$ cat src/rfbm_pkg.sv
package rfbm_pkg;

  localparam int PERIOD_W = 16;
  localparam int LEVEL_W  = 10;
  localparam int NCH      = 3;
  localparam int CH_W     = $clog2(NCH);

  localparam logic [CH_W-1:0] CH_RED   = CH_W'(0);
  localparam logic [CH_W-1:0] CH_GREEN = CH_W'(1);
  localparam logic [CH_W-1:0] CH_BLUE  = CH_W'(2);

  // full-scale level; widths are level * period / LEVEL_MAX
  localparam int LEVEL_MAX = 1000;
  localparam logic [LEVEL_W-1:0] LEVEL_TOP = LEVEL_W'(LEVEL_MAX);
  localparam logic [LEVEL_W-1:0] SPEED_MIN = LEVEL_W'(1);

  localparam logic [PERIOD_W-1:0] RESET_PERIOD = PERIOD_W'(22726);
  localparam logic [PERIOD_W-1:0] RESET_WIDTH  = PERIOD_W'(83 * 22726 / 1000);

  // exact divide by LEVEL_MAX: q = (p * DIV_MULT) >> DIV_SHIFT for p < 2**PROD_W
  localparam int PROD_W    = LEVEL_W + PERIOD_W;
  localparam int DIV_SHIFT = PROD_W + $clog2(LEVEL_MAX);
  localparam logic [63:0] DIV_MULT =
      ((64'd1 << DIV_SHIFT) + 64'(LEVEL_MAX) - 64'd1) / 64'(LEVEL_MAX);
  localparam int MULT_W = $clog2(DIV_MULT + 64'd1);
  localparam int QFULL_W = PROD_W + MULT_W;

  typedef enum logic [1:0] {
    MODE_AUTO  = 2'd0,
    MODE_RED   = 2'd1,
    MODE_BLUE  = 2'd2,
    MODE_GREEN = 2'd3
  } mode_t;

  typedef enum logic [2:0] {
    PH_IDLE    = 3'b001,
    PH_PRESS   = 3'b010,
    PH_RELEASE = 3'b100
  } phase_t;

  typedef enum logic [2:0] {
    WH_RED_GREEN  = 3'b001,
    WH_GREEN_BLUE = 3'b010,
    WH_BLUE_RED   = 3'b100
  } wheel_t;

  typedef struct packed {
    logic [LEVEL_W-1:0] speed;
    mode_t              mode;
    logic [NCH-1:0]     en;
  } status_t;

  typedef struct packed {
    status_t                        st;
    logic [NCH-1:0]                 wr;
    logic [NCH-1:0][LEVEL_W-1:0]    lvl;
  } req_t;

  typedef struct packed {
    logic ld_prod;
    logic ld_out;
  } pipe_ctl_t;

endpackage

$ cat src/rfbm_ctrl.sv
module rfbm_ctrl (
  input  logic              clk,
  input  logic              rst,
  input  logic              acc,
  input  logic              tick,
  input  logic              sw1,
  input  logic              sw2,
  output rfbm_pkg::req_t    req
);

  rfbm_pkg::phase_t ph1, ph1_next, ph2, ph2_next;
  rfbm_pkg::wheel_t wheel, wheel_next;
  rfbm_pkg::mode_t  mode, mode_next;
  logic             long1, long1_next, long2, long2_next;
  logic [1:0]       press_count, press_count_next;
  logic [rfbm_pkg::LEVEL_W-1:0] speed, speed_next;
  logic [rfbm_pkg::NCH-1:0]     en, en_next;
  logic [rfbm_pkg::NCH-1:0][rfbm_pkg::LEVEL_W-1:0] lvl, lvl_next;
  logic [rfbm_pkg::NCH-1:0]     wr;
  logic [rfbm_pkg::NCH-1:0][rfbm_pkg::LEVEL_W-1:0] lvl_out;
  logic [rfbm_pkg::CH_W-1:0]    sel;
  logic [rfbm_pkg::LEVEL_W:0]   sum;
  logic [rfbm_pkg::LEVEL_W-1:0] man;

  always_comb begin
    ph1_next = ph1;
    ph2_next = ph2;
    long1_next = long1;
    long2_next = long2;
    press_count_next = press_count;
    mode_next = mode;
    speed_next = speed;
    en_next = en;
    lvl_next = lvl;
    wheel_next = wheel;
    wr = '0;
    lvl_out = lvl;
    sel = rfbm_pkg::CH_GREEN;
    sum = '0;
    man = '0;

    if (!tick) begin
      case (ph1)
        rfbm_pkg::PH_IDLE: begin
          if (sw1) begin
            ph1_next = rfbm_pkg::PH_PRESS;
            if (long2 && press_count != 2'd3) press_count_next = press_count + 2'd1;
          end
        end
        rfbm_pkg::PH_PRESS: begin
          if (sw1) begin
            ph1_next = rfbm_pkg::PH_RELEASE;
            long1_next = 1'b1;
          end
        end
        rfbm_pkg::PH_RELEASE: begin
          if (!sw1) begin
            ph1_next = rfbm_pkg::PH_IDLE;
            long1_next = 1'b0;
          end
        end
        default: ph1_next = rfbm_pkg::PH_IDLE;
      endcase

      case (ph2)
        rfbm_pkg::PH_IDLE: begin
          if (sw2) ph2_next = rfbm_pkg::PH_PRESS;
        end
        rfbm_pkg::PH_PRESS: begin
          if (sw2) begin
            ph2_next = rfbm_pkg::PH_RELEASE;
            long2_next = 1'b1;
          end
        end
        rfbm_pkg::PH_RELEASE: begin
          if (press_count_next == 2'd1) begin
            mode_next = rfbm_pkg::MODE_RED;
            en_next = '0;
            en_next[rfbm_pkg::CH_RED] = 1'b1;
          end else if (press_count_next == 2'd2) begin
            mode_next = rfbm_pkg::MODE_BLUE;
            en_next = '0;
            en_next[rfbm_pkg::CH_BLUE] = 1'b1;
          end
          // a held SW1 wins over the press count
          if (long1_next) begin
            mode_next = rfbm_pkg::MODE_GREEN;
            en_next = '0;
            en_next[rfbm_pkg::CH_GREEN] = 1'b1;
          end
          if (!sw2) begin
            ph2_next = rfbm_pkg::PH_IDLE;
            long2_next = 1'b0;
            press_count_next = 2'd0;
          end
        end
        default: ph2_next = rfbm_pkg::PH_IDLE;
      endcase

      if (mode_next == rfbm_pkg::MODE_AUTO) begin
        if (ph1_next != rfbm_pkg::PH_IDLE) begin
          if (speed < rfbm_pkg::LEVEL_TOP) speed_next = speed + rfbm_pkg::LEVEL_W'(1);
        end else if (ph2_next != rfbm_pkg::PH_IDLE) begin
          if (speed > rfbm_pkg::SPEED_MIN) speed_next = speed - rfbm_pkg::LEVEL_W'(1);
        end
      end
    end else if (mode == rfbm_pkg::MODE_AUTO) begin
      // widths take the levels held before this wheel step
      wr = '1;
      case (wheel)
        rfbm_pkg::WH_RED_GREEN: begin
          en_next[rfbm_pkg::CH_BLUE] = 1'b0;
          en_next[rfbm_pkg::CH_GREEN] = 1'b1;
          lvl_next[rfbm_pkg::CH_RED] = (lvl[rfbm_pkg::CH_RED] < speed) ? '0 :
                                       lvl[rfbm_pkg::CH_RED] - speed;
          sum = {1'b0, lvl[rfbm_pkg::CH_GREEN]} + {1'b0, speed};
          if (sum > {1'b0, rfbm_pkg::LEVEL_TOP}) begin
            lvl_next[rfbm_pkg::CH_GREEN] = rfbm_pkg::LEVEL_TOP;
            wheel_next = rfbm_pkg::WH_GREEN_BLUE;
          end else begin
            lvl_next[rfbm_pkg::CH_GREEN] = sum[rfbm_pkg::LEVEL_W-1:0];
          end
          lvl_next[rfbm_pkg::CH_BLUE] = '0;
        end
        rfbm_pkg::WH_GREEN_BLUE: begin
          en_next[rfbm_pkg::CH_RED] = 1'b0;
          en_next[rfbm_pkg::CH_BLUE] = 1'b1;
          lvl_next[rfbm_pkg::CH_RED] = '0;
          lvl_next[rfbm_pkg::CH_GREEN] = (lvl[rfbm_pkg::CH_GREEN] < speed) ? '0 :
                                         lvl[rfbm_pkg::CH_GREEN] - speed;
          sum = {1'b0, lvl[rfbm_pkg::CH_BLUE]} + {1'b0, speed};
          if (sum > {1'b0, rfbm_pkg::LEVEL_TOP}) begin
            lvl_next[rfbm_pkg::CH_BLUE] = rfbm_pkg::LEVEL_TOP;
            wheel_next = rfbm_pkg::WH_BLUE_RED;
          end else begin
            lvl_next[rfbm_pkg::CH_BLUE] = sum[rfbm_pkg::LEVEL_W-1:0];
          end
        end
        default: begin
          en_next[rfbm_pkg::CH_RED] = 1'b1;
          en_next[rfbm_pkg::CH_GREEN] = 1'b0;
          lvl_next[rfbm_pkg::CH_GREEN] = '0;
          lvl_next[rfbm_pkg::CH_BLUE] = (lvl[rfbm_pkg::CH_BLUE] < speed) ? '0 :
                                        lvl[rfbm_pkg::CH_BLUE] - speed;
          sum = {1'b0, lvl[rfbm_pkg::CH_RED]} + {1'b0, speed};
          if (sum > {1'b0, rfbm_pkg::LEVEL_TOP}) begin
            lvl_next[rfbm_pkg::CH_RED] = rfbm_pkg::LEVEL_TOP;
            wheel_next = rfbm_pkg::WH_RED_GREEN;
          end else begin
            lvl_next[rfbm_pkg::CH_RED] = sum[rfbm_pkg::LEVEL_W-1:0];
          end
        end
      endcase
    end else begin
      case (mode)
        rfbm_pkg::MODE_RED:  sel = rfbm_pkg::CH_RED;
        rfbm_pkg::MODE_BLUE: sel = rfbm_pkg::CH_BLUE;
        default:             sel = rfbm_pkg::CH_GREEN;
      endcase
      man = lvl[sel];
      // both switches: step up, then down
      if (sw1 && man < rfbm_pkg::LEVEL_TOP) man = man + rfbm_pkg::LEVEL_W'(1);
      if (sw2 && man != '0) man = man - rfbm_pkg::LEVEL_W'(1);
      lvl_next[sel] = man;
      wr[sel] = sw1 | sw2;
      lvl_out[sel] = man;
    end
  end

  always_ff @(posedge clk) begin
    if (rst) begin
      ph1 <= rfbm_pkg::PH_IDLE;
      ph2 <= rfbm_pkg::PH_IDLE;
      long1 <= 1'b0;
      long2 <= 1'b0;
      press_count <= 2'd0;
      speed <= rfbm_pkg::SPEED_MIN;
      mode <= rfbm_pkg::MODE_AUTO;
      // blue, green, red: red starts at full scale
      lvl <= {rfbm_pkg::LEVEL_W'(0), rfbm_pkg::LEVEL_W'(0), rfbm_pkg::LEVEL_TOP};
      wheel <= rfbm_pkg::WH_RED_GREEN;
      // blue off, green and red on
      en <= 3'b011;
    end else if (acc) begin
      ph1 <= ph1_next;
      ph2 <= ph2_next;
      long1 <= long1_next;
      long2 <= long2_next;
      press_count <= press_count_next;
      speed <= speed_next;
      mode <= mode_next;
      lvl <= lvl_next;
      wheel <= wheel_next;
      en <= en_next;
    end
  end

  always_ff @(posedge clk) begin
    if (acc) begin
      req.st.speed <= speed_next;
      req.st.mode <= mode_next;
      req.st.en <= en_next;
      req.wr <= wr;
      req.lvl <= lvl_out;
    end
  end

endmodule

$ cat config.mk
export PLATFORM = sky130hd
export DESIGN_NAME = rfbm_ctrl
export DESIGN_NICKNAME = d
export VERILOG_FILES = /design/src/rfbm_pkg.sv /design/src/rfbm_ctrl.sv
export SDC_FILE = /design/constraint.sdc
export NUM_CORES = 1
export LEC_CHECK = 0
export BUFFER_PORTS_ARGS = -buffer_cell sky130_fd_sc_hd__clkbuf_2
export CORE_MARGIN = 2
export CORE_UTILIZATION = 45
export CTS_CLUSTER_SIZE = 8
export DETAILED_ROUTE_END_ITERATION = 10
export PLACE_DENSITY = 0.59
export SETUP_SLACK_MARGIN = 0.3
export SYNTH_ARGS = -nofsm -noshare
export SYNTH_HDL_FRONTEND = slang
export SYNTH_SLANG_ARGS = --single-unit
$ cat constraint.sdc
create_clock -name clk -period 6 [get_ports clk]
set_input_delay 0.6 -clock clk [delete_from_list [all_inputs] [get_ports clk]]
set_output_delay 0.6 -clock clk [all_outputs]
set_load 0.005 [all_outputs]
# Word-level counts from Yosys, hierarchy flattened
# Cells that the tools add are included.
# word_totals
reg_bits	106
output_inout_bits	48
inputBits	6
elab_cells	151
# classes
n_eq_ne	19
muxes	75
addsub	11
reduce_logical	13
n_lt_le_gt_ge	11
bitwise	3
# ops
operator	n
$mux W10	20
$mux W30	3
$pmux W30 S2	1
$mux W3	18
$add A10 B10 Y11	3
$gt A11 B10 Y1 const B	3
$bwmux W30	1
$lt A10 B10 Y1	3
$sub A10 B10 Y10	3
$mux W2	14
$add A10 B1 Y10 const B	2
$bmux W10 S2	1
$demux W10 S2	1
$lt A10 B10 Y1 const B	2
$sub A10 B1 Y10 const B	2
$pmux W3 S3	2
$gt A10 B1 Y1 const B	1
$ne A2 B2 Y1 const B	5
$pmux W1 S2	5
$reduce_bool A10 Y1	1
$eq A3 B1 Y1 const B	3
$eq A3 B2 Y1 const B	3
$eq A3 B3 Y1 const B	2
$mux W1	6
other kinds (19)	27

# Logic depth before layout (Yosys ltp)
# logic_depth
word_depth	19
mapped_depth	18
depth_no_buf	16

# Worst setup path before layout
# No wires, ideal clock.
# synth_path
path_type	register to register
startpoint	register mode[1]
endpoint	register lvl[21] (netlist name)
path_stages_with_launch	18
synth_period_minus_slack_ns	4.487
arrival_time_ns	4.375
n_path_buf	2
path_slack_ns	1.513
t_required_ns	5.888
cell_sequence	dfxtp_1 inv_1 ha_1 nor2_1 buf_2 a22oi_1 or4_1 buf_6 o21ai_0 xnor2_1 inv_1 ha_1 inv_1 or4b_4 or2_4 nand2_4 mux2_2 a2111oi_1
# synth_between
elab_chain_cells	18
# synth_lines
item	line	text
start: declaration	rfbm_ctrl.sv:13	rfbm_pkg::mode_t mode, mode_next;
start signal: assignment	rfbm_ctrl.sv:178	mode <= rfbm_pkg::MODE_AUTO;
start signal: assignment	rfbm_ctrl.sv:191	mode <= mode_next;
parallel branches: the longest is 17 deep, another holds $lt A10 B10 Y1	n/a	
$mux W30 (*)	rfbm_ctrl.sv:107	end else if (mode == rfbm_pkg::MODE_AUTO) begin
end signal: assignment	rfbm_ctrl.sv:180	lvl <= {rfbm_pkg::LEVEL_W'(0), rfbm_pkg::LEVEL_W'(0), rfbm_pkg::LEVEL_TOP};
end signal: assignment	rfbm_ctrl.sv:192	lvl <= lvl_next;
end: declaration	rfbm_ctrl.sv:18	logic [rfbm_pkg::NCH-1:0][rfbm_pkg::LEVEL_W-1:0] lvl, lvl_next;
# Mark *: on every way between the ends. The select of a mux whose other input is x is not followed.
# A chain may end at the register's enable or synchronous reset.

# Worst setup path in the final report
# Ends and elaborated chain as after synthesis.

==> reports/results.txt <==
Of the synthesized area, sequential elements account for 29.0%. Global route total overflow: 0. The initial antenna violation count was 0; the all-layer global routing usage was 26.9%. The design draws 2210 uW. Synthesis produced a netlist whose cell count is 1102. IR analysis of the VDD net gives a maximum drop of 0.116 mV.

The number of buffers inserted by post-CTS setup repair is 0, and the clock transition at the registers of the reported paths is 80 ps. The logs give 0 for the count of pins over their slew limit and 6260 ps for the required arrival time at the worst endpoint. The final layout contains routed wiring with a total length of 28.7 mm. Among the stages of the critical path, the cell type that occurs most often is inv_1. The floorplan has 51 rows. Gates resized during post-CTS repair numbered 0. The H-tree generated during clock tree synthesis spans 3 levels. The share of synthesized registers carrying an async set or reset was 0%; the maximum cell stage delay along the critical path was 760 ps. Compared with the post-synthesis result, the final layout area differs by 9.16%.

The number of sinks driven by the clock tree is 106. Using the TritonRoute via totals, the vias-per-cell ratio works out to 6.03. Initial core utilization: 45.9%. The post-synthesis instance area was 8970 sq um; the final clock skew was 11.4 ps. TritonCTS built the clock tree. For the total vias in the final route, the log shows 8467. The logs give 5.03% for the met3 global-route usage and 60 for the pin count of the biggest net entering global routing.

The first-iteration detailed-routing DRC count came out at 864. The critical path goes through inv_1 > ha_1 > buf_4 > nor2_1 > buf_4 > a22oi_1 > or4_1 > o21ai_0 > xnor2_1 > inv_1 > ha_1 > inv_1 > or4b_4 > or2_4 > nand2_4 > mux2_2 > a2111oi_1. Across the run, the number of max-cap violations was 0.

The slowest cell on the critical path is or4_1. The first global-routing pass estimated 44.5 mm of wire. The number of buffer and inverter stages on the critical path came out at 5. Derived from the worst setup path, the maximum achievable clock frequency is 193 MHz. The detail route stage leaves a number of antenna-violating nets equal to 0. The tools report the area of the die as 21100 sq um. The tools report the clock root buffer master as clkbuf_16. The worst setup path is captured at a flip-flop. The met1 track demand over resource is 39.8%, and the part of the cycle the worst path needs is 86.2%. By startpoint and endpoint, the worst setup path is classified as flip-flop to flip-flop.

The count of buffers added on input and output ports is 53. In the final routed layout, each cell accounts on average for 20.4 um. The run gives 1.01 as the placer congestion estimate.

Global routing consumed, on the met2 layer, 38.3% of the routing resources. Busiest metal layer after global routing: met1. For this run, the leading register cell type out of synthesis is dfxtp_1. The total area inside the core boundary comes to 19500 sq um.

At the pin with the least slew margin, the transition time is 1030 ps. The horizontal extent of the die is 145 um, and the worst slack on hold paths is 478 ps. STA classifies the critical path startpoint as a flip-flop. The run gives 0 as the setup-violating endpoint count in the final report.

In this run, synthesis inferred 48 flip-flops with an integrated enable. The fraction of layout instances using a drive strength above 1 is 10.4%. For the number of global-route vias before repair, the log shows 7619. The total cell area at the placement stage is 9480 sq um, and the number of synthesized register bits is 106.

In this run the tightest slew margin relative to its limit is 31.2%. Counting every net in the synthesized netlist gives 1184. Summed over all failing endpoints, the final setup total negative slack is 0 ps.

Synthesis instantiated 85 different standard cells from the library. Before antenna repair, the detailed router went through 5 iterations. The later pin in the worst-skew pair is clocked with a latency of 360 ps. The final-report hold violation count came out at 0.

The flow ran to the end, and the final reports show no timing, DRC or antenna violations. For the placed wire-length estimate after detailed placement, the log shows 21.6 mm. The cell class contributing the biggest share of worst-path delay was simple AND/OR/NAND/NOR gates.

In this run, post-CTS hold repair placed 0 buffers. Counting the buffers created by CTS gives 9. In this run the vertical extent of the chip is 145 um.

The analysis attributes to cell leakage a power of 0.00384 uW. In the routed design, unresolved DRC markers number 0. The final critical-path required period works out to 5170 ps.

The finished cells cover 9790 sq um. The data arrival time at the worst-slack endpoint is 5430 ps, and the maximum clock insertion buffer count is 2. The path type of the worst min-delay path is flip-flop to flip-flop. Setup repair after global routing left no endpoint under its margin. 54 I/O pins were placed. The warning count from the yosys run was 0; the total power per unit cell area was 225 nW/um^2. At the end of the flow, the number of nets in the layout was 1214. A synthesized cell averages 8.14 sq um. Maximum fanout along the worst path: 22.
## synthesized netlist by cell type, drive strengths merged, types with 10 or more instances
cell,instances,area (sq um)
nor2,124,465
a21oi,96,484
nand2,96,368
o21ai,87,435
ha,70,876
dfxtp,58,1160
inv,55,206
edfxtp,48,1440
xnor2,42,387
clkbuf,40,150
nor3,29,145
nor2b,27,169
nand3,21,105
a211oi,18,135
a22oi,14,105
mux2i,14,153
o31ai,14,105
a31oi,13,81.3
mux2,13,146
nand2b,12,75.1
o211ai,12,109
a21o,11,82.6
o21bai,11,82.6
and2,10,62.6
and3,10,62.6
## worst min-delay path: stages (launching register included)
cell,delay (ps)
dfxtp_1,330
nand2_1,60
a21oi_1,50
## cells in the final DEF (no fill, tap or decap), types with 6 or more instances in the layout
cell | Yosys | layout
nor2_1 | 124 | 124
a21oi_1 | 95 | 95
nand2_1 | 95 | 95
o21ai_0 | 86 | 86
ha_1 | 70 | 70
dfxtp_1 | 58 | 58
inv_1 | 55 | 55
clkbuf_2 | 0 | 52
edfxtp_1 | 48 | 48
xnor2_1 | 41 | 41
nor3_1 | 29 | 28
nor2b_1 | 27 | 27
nand3_1 | 21 | 21
a211oi_1 | 18 | 18
a22oi_1 | 14 | 14
o31ai_1 | 14 | 14
buf_4 | 0 | 14
a31oi_1 | 13 | 13
mux2i_1 | 13 | 13
nand2b_1 | 12 | 12
o21bai_1 | 11 | 11
mux2_2 | 11 | 11
a21o_1 | 11 | 11
and3_1 | 10 | 10
o211ai_1 | 10 | 10
nand4_1 | 9 | 9
and2_1 | 9 | 9
a221oi_1 | 9 | 9
clkbuf_16 | 0 | 9
o21a_1 | 8 | 8
a211o_1 | 6 | 6
nor4_1 | 6 | 6
xor2_1 | 6 | 6
or3_1 | 6 | 6
fa_1 | 6 | 6
## metal layers
layer,wire length (um),share of wire [%],vias up
li1,-,-,4097
met1,13500,47,3957
met2,11900,41,363
met3,2300,8.0,50
met4,978,3.4,0
met5,0,0,-
## path summary, 6_finish.rpt
path	startpoint	endpoint	slack, ps	depth (start not counted)
hold reg to reg	long1	long1	480	2
setup reg to reg	mode[1]	lvl[21]	830	17
setup / recovery	mode[1]	lvl[21]	830	17
hold / removal	long1	long1	480	2
## layout make-up
type | instances | area (sq um)
clock inverter | 7 | 86.3
sequential | 106 | 2600
clock buffer | 9 | 225
fill | 1936 | 9730
tap | 265 | 332
multi-input combinational | 891 | 5960
timing repair buffer | 67 | 370
antenna | 1 | 2.50
inverter | 57 | 214
## through the flow
| stage | setup WS (ps) | util, % | cells |
|---|---|---|---|
| 6_report | 829 | 50.1 | 1403 |
| 5_1_grt | 461 | 50.1 | 1402 |
| 4_1_cts | 848 | 50.1 | 1402 |
| 3_5_place_dp | 857 | 48.5 | 1386 |
| 3_3_place_gp | 988 | 48.5 | 1386 |
| 2_1_floorplan | 1510 | - | 1102 |
## flip-flops by register name (all words and copies together), names as in the netlist
name and count:
req 48, lvl 30, speed 10, en 3, ph1 3, ph2 3
wheel 3, mode 2, press_count 2, long1 1, long2 1
## power by group
part	leakage, uW	internal, uW	switching [uW]	total (uW)
logic	0.00275	262	434	696
registers	0.000947	807	60.4	867
clock network	0.000144	333	310	643
total	0.00384	1400	804	2210
## kinds of logic after synthesis
logic type | synth area share (%)
AOI/OAI and AO/OA | 26.2
buffers and inverters | 4.60
muxes | 3.33
and+or+nand+nor | 20.8
xor gates and xnor gates | 4.90
DFF | 29.0
adders and majority gates | 11.1
No activity file was read; power rests on OpenSTA's default activity.
